### src/rtl/ids_pkg.sv
// ----------------------------------------------------------------------------
// ids_pkg: shared types and constants for image difference statistics
// Holds the sample format, the element capacity, the lane result type, the
// totals handed to the finishing unit and its state encoding.
// ----------------------------------------------------------------------------
package ids_pkg;

  localparam int MAX_PIXELS_LOG2 = 18;
  localparam int SAMPLE_BITS     = 16;
  localparam int LANES           = 4;

  localparam int CNT_W  = 21;
  localparam int DIFF_W = 16;
  localparam int SQ_W   = 32;
  localparam int SABS_W = 36;
  localparam int SSQ_W  = 52;
  localparam int ROOT_W = SSQ_W / 2;

  localparam logic [CNT_W-1:0] ELEM_CAP = CNT_W'(4 << MAX_PIXELS_LOG2);

  // Per-lane result of one element.
  typedef struct packed {
    logic [DIFF_W-1:0] diff;
    logic [SQ_W-1:0]   sq;
    logic              mis;
  } lane_out_t;

  // Totals of one image pair, handed over on the last pixel.
  typedef struct packed {
    logic [SABS_W-1:0] sum_abs;
    logic [SSQ_W-1:0]  sum_sq;
    logic [CNT_W-1:0]  divisor;
    logic [CNT_W-1:0]  mis_count;
    logic [CNT_W-1:0]  first_idx;
    logic [DIFF_W-1:0] max_diff;
  } totals_t;

  typedef enum logic [1:0] {
    FIN_IDLE,
    FIN_DIV,
    FIN_SQRT,
    FIN_OUT
  } fin_state_t;

endpackage

### src/rtl/ids_lane.sv
// ----------------------------------------------------------------------------
// ids_lane: one channel lane
// Forms the absolute difference and the mismatch flag in a first stage and
// the square of the difference in a second stage.
// ----------------------------------------------------------------------------
module ids_lane (
  input  logic                       clk,
  input  logic                       en1,
  input  logic                       en2,
  input  logic [15:0]                a,
  input  logic [15:0]                b,
  input  logic [ids_pkg::DIFF_W-1:0] threshold,
  output ids_pkg::lane_out_t         res
);

  logic signed [16:0] sa, sb, d;
  logic [ids_pkg::DIFF_W-1:0] d_abs;
  logic [ids_pkg::DIFF_W-1:0] diff1_r, diff2_r;
  logic mis1_r, mis2_r;
  logic [ids_pkg::SQ_W-1:0] sq_r;

  // Sign-extend the active sample bits and take the absolute difference.
  always_comb begin
    sa = 17'(signed'(a[ids_pkg::SAMPLE_BITS-1:0]));
    sb = 17'(signed'(b[ids_pkg::SAMPLE_BITS-1:0]));
    d = sa - sb;
    d_abs = d[16] ? ids_pkg::DIFF_W'(-d) : ids_pkg::DIFF_W'(d);
  end

  // First stage: difference and mismatch flag.
  always_ff @(posedge clk) begin
    if (en1) begin
      diff1_r <= d_abs;
      mis1_r <= (d_abs > threshold);
    end
  end

  // Second stage: square of the difference.
  always_ff @(posedge clk) begin
    if (en2) begin
      diff2_r <= diff1_r;
      mis2_r <= mis1_r;
      sq_r <= diff1_r * diff1_r;
    end
  end

  assign res.diff = diff2_r;
  assign res.sq = sq_r;
  assign res.mis = mis2_r;

endmodule

### src/rtl/ids_merge.sv
// ----------------------------------------------------------------------------
// ids_merge: merging accumulator
// Folds the four lane results of a pixel into the running statistics up to
// ELEM_CAP; hands the totals over on the last pixel, clearing the statistics.
// ----------------------------------------------------------------------------
module ids_merge (
  input  logic                                      clk,
  input  logic                                      rst_n,
  input  logic                                      valid,
  input  logic                                      last,
  input  ids_pkg::lane_out_t [ids_pkg::LANES-1:0]   lanes,
  output logic                                      done,
  output ids_pkg::totals_t                          totals
);

  logic [ids_pkg::CNT_W-1:0]  count_r, count_nxt;
  logic [ids_pkg::DIFF_W-1:0] max_r, max_nxt;
  logic [ids_pkg::SABS_W-1:0] sabs_r, sabs_nxt;
  logic [ids_pkg::SSQ_W-1:0]  ssq_r, ssq_nxt;
  logic [ids_pkg::CNT_W-1:0]  mis_r, mis_nxt;
  logic [ids_pkg::CNT_W-1:0]  first_r, first_nxt;
  logic                       found_r, found_nxt;

  // Fold the lanes in channel order so the first mismatch index is exact.
  always_comb begin
    count_nxt = count_r;
    max_nxt = max_r;
    sabs_nxt = sabs_r;
    ssq_nxt = ssq_r;
    mis_nxt = mis_r;
    first_nxt = first_r;
    found_nxt = found_r;
    if (count_r < ids_pkg::ELEM_CAP) begin
      for (int i = 0; i < ids_pkg::LANES; i++) begin
        if (lanes[i].diff > max_nxt) max_nxt = lanes[i].diff;
        sabs_nxt = sabs_nxt + ids_pkg::SABS_W'(lanes[i].diff);
        ssq_nxt = ssq_nxt + ids_pkg::SSQ_W'(lanes[i].sq);
        if (lanes[i].mis) begin
          mis_nxt = mis_nxt + 1'b1;
          if (!found_nxt) begin
            found_nxt = 1'b1;
            first_nxt = count_r + ids_pkg::CNT_W'(i);
          end
        end
      end
      count_nxt = count_r + ids_pkg::CNT_W'(ids_pkg::LANES);
    end
  end

  // Totals seen by the finishing unit on the last pixel.
  always_comb begin
    totals.sum_abs = sabs_nxt;
    totals.sum_sq = ssq_nxt;
    totals.divisor = (count_nxt == '0) ? ids_pkg::CNT_W'(1) : count_nxt;
    totals.mis_count = mis_nxt;
    totals.first_idx = found_nxt ? first_nxt : count_nxt;
    totals.max_diff = max_nxt;
  end

  assign done = valid & last;

  // Statistics registers; cleared after the last pixel.
  always_ff @(posedge clk) begin
    if (!rst_n || (valid && last)) begin
      count_r <= '0;
      max_r <= '0;
      sabs_r <= '0;
      ssq_r <= '0;
      mis_r <= '0;
      first_r <= '0;
      found_r <= 1'b0;
    end else if (valid) begin
      count_r <= count_nxt;
      max_r <= max_nxt;
      sabs_r <= sabs_nxt;
      ssq_r <= ssq_nxt;
      mis_r <= mis_nxt;
      first_r <= first_nxt;
      found_r <= found_nxt;
    end
  end

endmodule

### src/rtl/ids_finalize.sv
// ----------------------------------------------------------------------------
// ids_finalize: mean and root mean square unit
// Divides both sums by the element count one quotient bit per cycle, then
// takes the integer square root two radicand bits per cycle, and holds the
// result item until it is taken.
// ----------------------------------------------------------------------------
module ids_finalize (
  input  logic                       clk,
  input  logic                       rst_n,
  input  logic                       start,
  input  ids_pkg::totals_t           totals,
  input  logic                       out_ready,
  output logic                       out_valid,
  output logic [20:0]                out_mismatch_count,
  output logic [20:0]                out_first_mismatch_index,
  output logic [15:0]                out_max_abs_diff,
  output logic [15:0]                out_mean_abs_diff,
  output logic [15:0]                out_rms_error,
  output logic                       out_all_within_threshold
);

  localparam int STEP_W = $clog2(ids_pkg::SSQ_W);

  ids_pkg::fin_state_t state_r, state_nxt;
  logic [STEP_W-1:0] step_r, step_nxt;

  logic [ids_pkg::SSQ_W-1:0]   qa_r, qs_r;
  logic [ids_pkg::CNT_W-1:0]   ra_r, rs_r, div_r;
  logic [ids_pkg::ROOT_W-1:0]  root_r;
  logic [ids_pkg::ROOT_W+1:0]  rrem_r;
  logic [ids_pkg::CNT_W-1:0]   mis_r, first_r;
  logic [ids_pkg::DIFF_W-1:0]  max_r;

  logic [ids_pkg::CNT_W:0]     ta, ts;
  logic                        ga, gs;
  logic [ids_pkg::ROOT_W+1:0]  sh_rem, trial;
  logic                        gr;

  // One restoring division step on each sum, one square root step.
  always_comb begin
    ta = {ra_r, qa_r[ids_pkg::SSQ_W-1]};
    ts = {rs_r, qs_r[ids_pkg::SSQ_W-1]};
    ga = (ta >= {1'b0, div_r});
    gs = (ts >= {1'b0, div_r});
    sh_rem = {rrem_r[ids_pkg::ROOT_W-1:0], qs_r[ids_pkg::SSQ_W-1 -: 2]};
    trial = {root_r, 2'b01};
    gr = (sh_rem >= trial);
  end

  // Sequencer: next state and step counter.
  always_comb begin
    state_nxt = state_r;
    step_nxt = step_r;
    unique case (state_r)
      ids_pkg::FIN_IDLE: begin
        if (start) begin
          state_nxt = ids_pkg::FIN_DIV;
          step_nxt = STEP_W'(ids_pkg::SSQ_W - 1);
        end
      end
      ids_pkg::FIN_DIV: begin
        if (step_r == '0) begin
          state_nxt = ids_pkg::FIN_SQRT;
          step_nxt = STEP_W'(ids_pkg::ROOT_W - 1);
        end else begin
          step_nxt = step_r - 1'b1;
        end
      end
      ids_pkg::FIN_SQRT: begin
        if (step_r == '0) state_nxt = ids_pkg::FIN_OUT;
        else step_nxt = step_r - 1'b1;
      end
      ids_pkg::FIN_OUT: begin
        if (out_ready) state_nxt = ids_pkg::FIN_IDLE;
      end
      default: state_nxt = ids_pkg::FIN_IDLE;
    endcase
  end

  always_ff @(posedge clk) begin
    if (!rst_n) begin
      state_r <= ids_pkg::FIN_IDLE;
      step_r <= '0;
    end else begin
      state_r <= state_nxt;
      step_r <= step_nxt;
    end
  end

  // Datapath registers.
  always_ff @(posedge clk) begin
    case (state_r)
      ids_pkg::FIN_IDLE: begin
        if (start) begin
          qa_r <= ids_pkg::SSQ_W'(totals.sum_abs);
          qs_r <= totals.sum_sq;
          ra_r <= '0;
          rs_r <= '0;
          div_r <= totals.divisor;
          mis_r <= totals.mis_count;
          first_r <= totals.first_idx;
          max_r <= totals.max_diff;
          root_r <= '0;
          rrem_r <= '0;
        end
      end
      ids_pkg::FIN_DIV: begin
        ra_r <= ga ? ids_pkg::CNT_W'(ta - {1'b0, div_r}) : ta[ids_pkg::CNT_W-1:0];
        rs_r <= gs ? ids_pkg::CNT_W'(ts - {1'b0, div_r}) : ts[ids_pkg::CNT_W-1:0];
        qa_r <= {qa_r[ids_pkg::SSQ_W-2:0], ga};
        qs_r <= {qs_r[ids_pkg::SSQ_W-2:0], gs};
      end
      ids_pkg::FIN_SQRT: begin
        rrem_r <= gr ? sh_rem - trial : sh_rem;
        root_r <= {root_r[ids_pkg::ROOT_W-2:0], gr};
        qs_r <= {qs_r[ids_pkg::SSQ_W-3:0], 2'b00};
      end
      default: ;
    endcase
  end

  // Result item, saturated to the output widths.
  always_comb begin
    out_valid = (state_r == ids_pkg::FIN_OUT);
    out_mismatch_count = mis_r;
    out_first_mismatch_index = first_r;
    out_max_abs_diff = max_r;
    out_mean_abs_diff = (qa_r > ids_pkg::SSQ_W'(16'hFFFF)) ? 16'hFFFF : qa_r[15:0];
    out_rms_error = (root_r > ids_pkg::ROOT_W'(16'hFFFF)) ? 16'hFFFF : root_r[15:0];
    out_all_within_threshold = (mis_r == '0);
  end

endmodule

### src/rtl/image_difference_statistics.sv
// ----------------------------------------------------------------------------
// image_difference_statistics: top level
// Pixels are accepted one per cycle while the block is not busy, and pass
// through the lane stages into the statistics registers. The last pixel
// starts the division and then the square root, and no further pixel is
// accepted until the result item is taken. Synchronous active-low reset
// clears the statistics, the threshold and the sequencer.
// ----------------------------------------------------------------------------
module image_difference_statistics (
  input  logic        clk,
  input  logic        rst_n,
  input  logic        cfg_we,
  input  logic [15:0] cfg_wdata,
  input  logic        in_valid,
  output logic        in_ready,
  input  logic [15:0] in_a_red,
  input  logic [15:0] in_a_green,
  input  logic [15:0] in_a_blue,
  input  logic [15:0] in_a_alpha,
  input  logic [15:0] in_b_red,
  input  logic [15:0] in_b_green,
  input  logic [15:0] in_b_blue,
  input  logic [15:0] in_b_alpha,
  input  logic        in_last_pixel,
  output logic        out_valid,
  input  logic        out_ready,
  output logic [20:0] out_mismatch_count,
  output logic [20:0] out_first_mismatch_index,
  output logic [15:0] out_max_abs_diff,
  output logic [15:0] out_mean_abs_diff,
  output logic [15:0] out_rms_error,
  output logic        out_all_within_threshold
);

  logic [15:0] threshold_r;
  logic busy_r;
  logic v1_r, v2_r, last1_r, last2_r;
  logic accept_in;
  logic [15:0] a_s [ids_pkg::LANES];
  logic [15:0] b_s [ids_pkg::LANES];
  ids_pkg::lane_out_t [ids_pkg::LANES-1:0] lanes;
  ids_pkg::totals_t totals;
  logic done;

  assign accept_in = in_valid & in_ready;
  assign in_ready = ~busy_r;

  // Threshold register.
  always_ff @(posedge clk) begin
    if (!rst_n) threshold_r <= '0;
    else if (cfg_we) threshold_r <= cfg_wdata;
  end

  // Busy from the last pixel's acceptance until its result item is taken.
  always_ff @(posedge clk) begin
    if (!rst_n) begin
      busy_r <= 1'b0;
      v1_r <= 1'b0;
      v2_r <= 1'b0;
      last1_r <= 1'b0;
      last2_r <= 1'b0;
    end else begin
      if (accept_in && in_last_pixel) busy_r <= 1'b1;
      else if (out_valid && out_ready) busy_r <= 1'b0;
      v1_r <= accept_in;
      v2_r <= v1_r;
      if (accept_in) last1_r <= in_last_pixel;
      if (v1_r) last2_r <= last1_r;
    end
  end

  assign a_s[0] = in_a_red;
  assign a_s[1] = in_a_green;
  assign a_s[2] = in_a_blue;
  assign a_s[3] = in_a_alpha;
  assign b_s[0] = in_b_red;
  assign b_s[1] = in_b_green;
  assign b_s[2] = in_b_blue;
  assign b_s[3] = in_b_alpha;

  // Channel lanes, red first.
  for (genvar i = 0; i < ids_pkg::LANES; i++) begin : g_lane
    ids_lane u_lane (
      .clk       (clk),
      .en1       (accept_in),
      .en2       (v1_r),
      .a         (a_s[i]),
      .b         (b_s[i]),
      .threshold (threshold_r),
      .res       (lanes[i])
    );
  end

  ids_merge u_merge (
    .clk    (clk),
    .rst_n  (rst_n),
    .valid  (v2_r),
    .last   (last2_r),
    .lanes  (lanes),
    .done   (done),
    .totals (totals)
  );

  ids_finalize u_fin (
    .clk                      (clk),
    .rst_n                    (rst_n),
    .start                    (done),
    .totals                   (totals),
    .out_ready                (out_ready),
    .out_valid                (out_valid),
    .out_mismatch_count       (out_mismatch_count),
    .out_first_mismatch_index (out_first_mismatch_index),
    .out_max_abs_diff         (out_max_abs_diff),
    .out_mean_abs_diff        (out_mean_abs_diff),
    .out_rms_error            (out_rms_error),
    .out_all_within_threshold (out_all_within_threshold)
  );

  // A pending result item always holds off new pixels.
  a_out_blocks_in: assert property (@(posedge clk) disable iff (!rst_n)
    out_valid |-> !in_ready)
    else $error("pixel accepted while a result item is pending");

  // Totals are handed over only while the block is busy.
  a_done_busy: assert property (@(posedge clk) disable iff (!rst_n)
    done |-> busy_r)
    else $error("totals handed over while not busy");

  // Taking the result item frees the input next cycle.
  a_free_after_out: assert property (@(posedge clk) disable iff (!rst_n)
    (out_valid && out_ready) |=> in_ready)
    else $error("input not freed after result item taken");

endmodule

### config.mk
export PLATFORM = sky130hd
export DESIGN_NAME = image_difference_statistics
export DESIGN_NICKNAME = d
export VERILOG_FILES = /design/src/rtl/ids_pkg.sv /design/src/rtl/ids_lane.sv /design/src/rtl/ids_merge.sv /design/src/rtl/ids_finalize.sv /design/src/rtl/image_difference_statistics.sv
export SDC_FILE = /design/constraint.sdc
export NUM_CORES = 2
export LEC_CHECK = 0
export BUFFER_PORTS_ARGS = -buffer_cell sky130_fd_sc_hd__buf_2
export CAP_MARGIN = 10
export CORE_AREA = 2 2 419 317
export DETAILED_ROUTE_END_ITERATION = 8
export DIE_AREA = 0 0 421 319
export PLACE_DENSITY = 0.77
export SKIP_CTS_REPAIR_TIMING = 1
export SYNTH_ARGS = -nofsm -noshare
export SYNTH_HDL_FRONTEND = slang
export SYNTH_SLANG_ARGS = --single-unit
### constraint.sdc
create_clock -name clk -period 11.7 [get_ports clk]
set_input_delay 1.755 -clock clk [delete_from_list [all_inputs] [get_ports clk]]
set_output_delay 1.755 -clock clk [all_outputs]
set_load 0.005 [all_outputs]
==> metrics.md <==
| Metric | Value |
|---|---|
| Status | complete, no violations |
| # H-tree levels | 3 |
| Core Util, Final | 62.1% |
| Skew-Pair Late Insertion Delay | between 600 and 700 ps |
| Cell area after layout | just over 80000 µm² |
| Sum of negative setup slack | 0 ps |
| Vias in the first global route | 56800 |
| Mapped Area | 75100 µm² |
| Global Route Usage Sum | between 20 and 30% |
| Yosys reg bits | approximately 730 |
| CTS tree | done |
| DP Area | just under 80000 µm² |
| # rows | around 120 |
| Starting Density | between 50% and 60% |
| Die Width | between 400 and 500 µm |
| Clock Skews | around 38 ps |
| Worst Max-Slew Pin Slew | roughly 1200 ps |
| Placer Congestion | around 0.94 |
| Top-area cell type share of the netlist area | 21.3% |
| Period minus WS final | 10540 ps |
| Finished Layout Cells | 9704 |
| Crit. End Element | flip-flop |
| CTS Buffer Depth | 3 |
| Detailed Route WL | between 150000 and 200000 µm |
| Clock slew seen by the registers of the worst setup and hold paths | ~70 ps |
| Max-Cap Viols | 0 |
| Largest cells by area after synthesis | fa_1 (21%), edfxtp_1 (21%), ha_1 (12%) |
| Initial antenna violation count | 14 |
| Post-route ant nets | 0 |
| Main synth FF type | edfxtp_1 |
| Root Driver | clkbuf_16 |
| Worst Path Arrival | approximately 11000 ps |
| Clock sink count | between 700 and 800 |
| Post-Syn Instances | between 7000 and 8000 |
| Wire length per cell | 20.6 µm |
| Synth warn | 0 |
| Register area share after synthesis | between 20% and 30% |
| CP Max Fanout | 17 |
| Chip height | roughly 320 µm |
| Distinct cell type count after synthesis | about 100 |
| Final Max Slew Viols | 0 |
| Mean Syn Cell Area | roughly 9.7 µm² |
| Post-synth top area cell | fa_1 |
| DRC violations left | 0 |
| Max stage delay on crit path | between 500 and 600 ps |
| Post-synth EDFFs | 532 |
| First-pass GRT wire length | around 320000 µm |
| GRT overflow | 0 |
| Setup CP Type | reg2reg |
| Largest net degree at the start of global routing | 82 |
| Worst EP required | roughly 12000 ps |
| Die area | between 100000 and 150000 µm² |
| Slew headroom | around a fifth |
| Num CTS Buffers | a little under 80 |
| DP Cell Count | 9553 |
| CP Launch Type | flip-flop |
| Iteration-0 DRC Markers | around 5500 |
| IO Count | 243 |
| Hold Crit Class | reg2reg |
| Asr flop ratio synth | 0% |
| RSZ-0062 raised after global routing | no |
| Fmax | around 95 MHz |
| Number of hold-slack violations in the final timing report | 0 |
| Share of cells above drive strength 1 | under 10% |
| CP max stage cell | a211oi_1 |
| NumNets Final | 9559 |
| DR pass1 iterations | 6 |
| Critical path's top delay family | compound AO/OA/AOI/OAI gates |
| Core area | 130000 µm² |
| Vias/cell | approximately 5.9 |
| Most used cell, CP | a21o_1 |
| Vias post-DR | 56800 |
| Area Overhead vs Synth | 7.58% |
| Hpwl dp | 156000 µm |
| Worst Path Buf+Inv | 4 |
| Final setup fails | 0 |
| Final Cycle Share | between 90% and 100% |
| Port Buffers | roughly 240 |
==> synth_stat cells, types with 25 or more instances <==
cell type / count
nand4_1: 100
nor4_1: 48
ha_1: 733
fa_1: 799
o211ai_1: 30
mux2_2: 32
clkbuf_1: 225
a211oi_1: 50
xnor2_1: 288
a31oi_1: 25
nand2_1: 623
and2_1: 285
o21a_1: 72
nor3_1: 115
o21ai_0: 234
xor2_1: 198
mux2i_1: 136
a21oi_1: 382
inv_1: 1135
o21bai_1: 33
nand3_1: 157
edfxtp_1: 532
nor2b_1: 85
a221oi_1: 48
nand2b_1: 77
and3_1: 52
o31ai_1: 26
nor2_1: 520
or2_2: 30
or3_1: 40
dfxtp_1: 195
a21o_1: 118
==> routing by layer <==
layer  wire length, µm  GRT usage [%]
met4              6880           9.96
met5                48              0
met1             86000           43.3
met2             87800           45.0
met3             18900           5.32
==> worst reg2reg max path: cells and delay by family (launching register included) <==
kind	cells	cell delay [ps]
mux	2	570
compound gates	23	4780
buf+inv	4	1170
flops	1	460
fa+ha+maj	4	1170
simple gates	9	2080
==> state kept, by name, indices dropped and copies added (netlist names), 20 cells and up <==
signal                          cells
u_merge.first_r                    21
u_fin.rs_r                         21
u_fin.qa_r                         52
u_merge.sabs_r                     36
u_fin.rrem_r                       26
u_fin.out_mismatch_count           21
g_lane.u_lane.diff2_r              60
u_fin.ra_r                         21
u_merge.ssq_r                      52
u_fin.out_first_mismatch_index     21
u_fin.qs_r                         52
u_fin.div_r                        20
u_merge.mis_r                      21
u_fin.root_r                       26
g_lane.u_lane.sq_r                124
g_lane.u_lane.diff1_r              64
==> path summary, 6_finish.rpt <==
check / slack [ps] / cells after the start / startpoint / endpoint
worst max register to register: 1160 / 42 / g_lane[0].u_lane.diff2_r[5]$_DFFE_PP_ / u_fin.out_max_abs_diff[14]$_DFFE_PP_
worst min register to register: 460 / 2 / u_merge.first_r[10]$_SDFFE_PP0P_ / u_merge.first_r[10]$_SDFFE_PP0P_
worst min-delay path: 460 / 2 / u_merge.first_r[10]$_SDFFE_PP0P_ / u_merge.first_r[10]$_SDFFE_PP0P_
worst max-delay path: 1160 / 42 / g_lane[0].u_lane.diff2_r[5]$_DFFE_PP_ / u_fin.out_max_abs_diff[14]$_DFFE_PP_
==> final cells by class <==
| cell class | instances | area, µm² |
|---|---|---|
| diodes | 7 | 17.5 |
| clock buffers | 111 | 2260 |
| clock inverters | 33 | 379 |
| fillers | 10500 | 49400 |
| inverters | 1139 | 4280 |
| multi-input cells | 5620 | 50100 |
| flip-flops and latches | 727 | 19900 |
| well taps | 1755 | 2200 |
| repair buffers | 312 | 1740 |
==> metrics by stage <==
step	hold slack [ps]	worst slack, ps
after floorplan	400	3040
after global placement	441	1450
after detailed placement	447	1420
after CTS	455	1330
after global routing	475	571
final	455	1160
==> placed cells by master, fill, tap and decap left out, types with 234 or more instances in the layout <==
cell type / Yosys / final
inv_1: 1135 / 1135
fa_1: 799 / 799
a21oi_1: 382 / 381
xnor2_1: 288 / 288
and2_1: 285 / 285
edfxtp_1: 532 / 532
buf_2: 11 / 242
o21ai_0: 234 / 234
nand2_1: 623 / 621
ha_1: 733 / 731
nor2_1: 520 / 515
==> logic make-up after synthesis <==
group                    synth area share [%]
AND/OR/NAND/NOR                          14.7
adder cells (fa/ha/maj)                  33.5
buffers and inverters                    7.06
AO/OA/AOI/OAI                            10.3
flip-flops                               26.5
XOR/XNOR                                 5.74
multiplexers                             2.29
other                                 0.00499
Power is left out: the tool's default activity adds up to more than one toggle a clock period on the data nets, which glitch-free logic cannot reach.
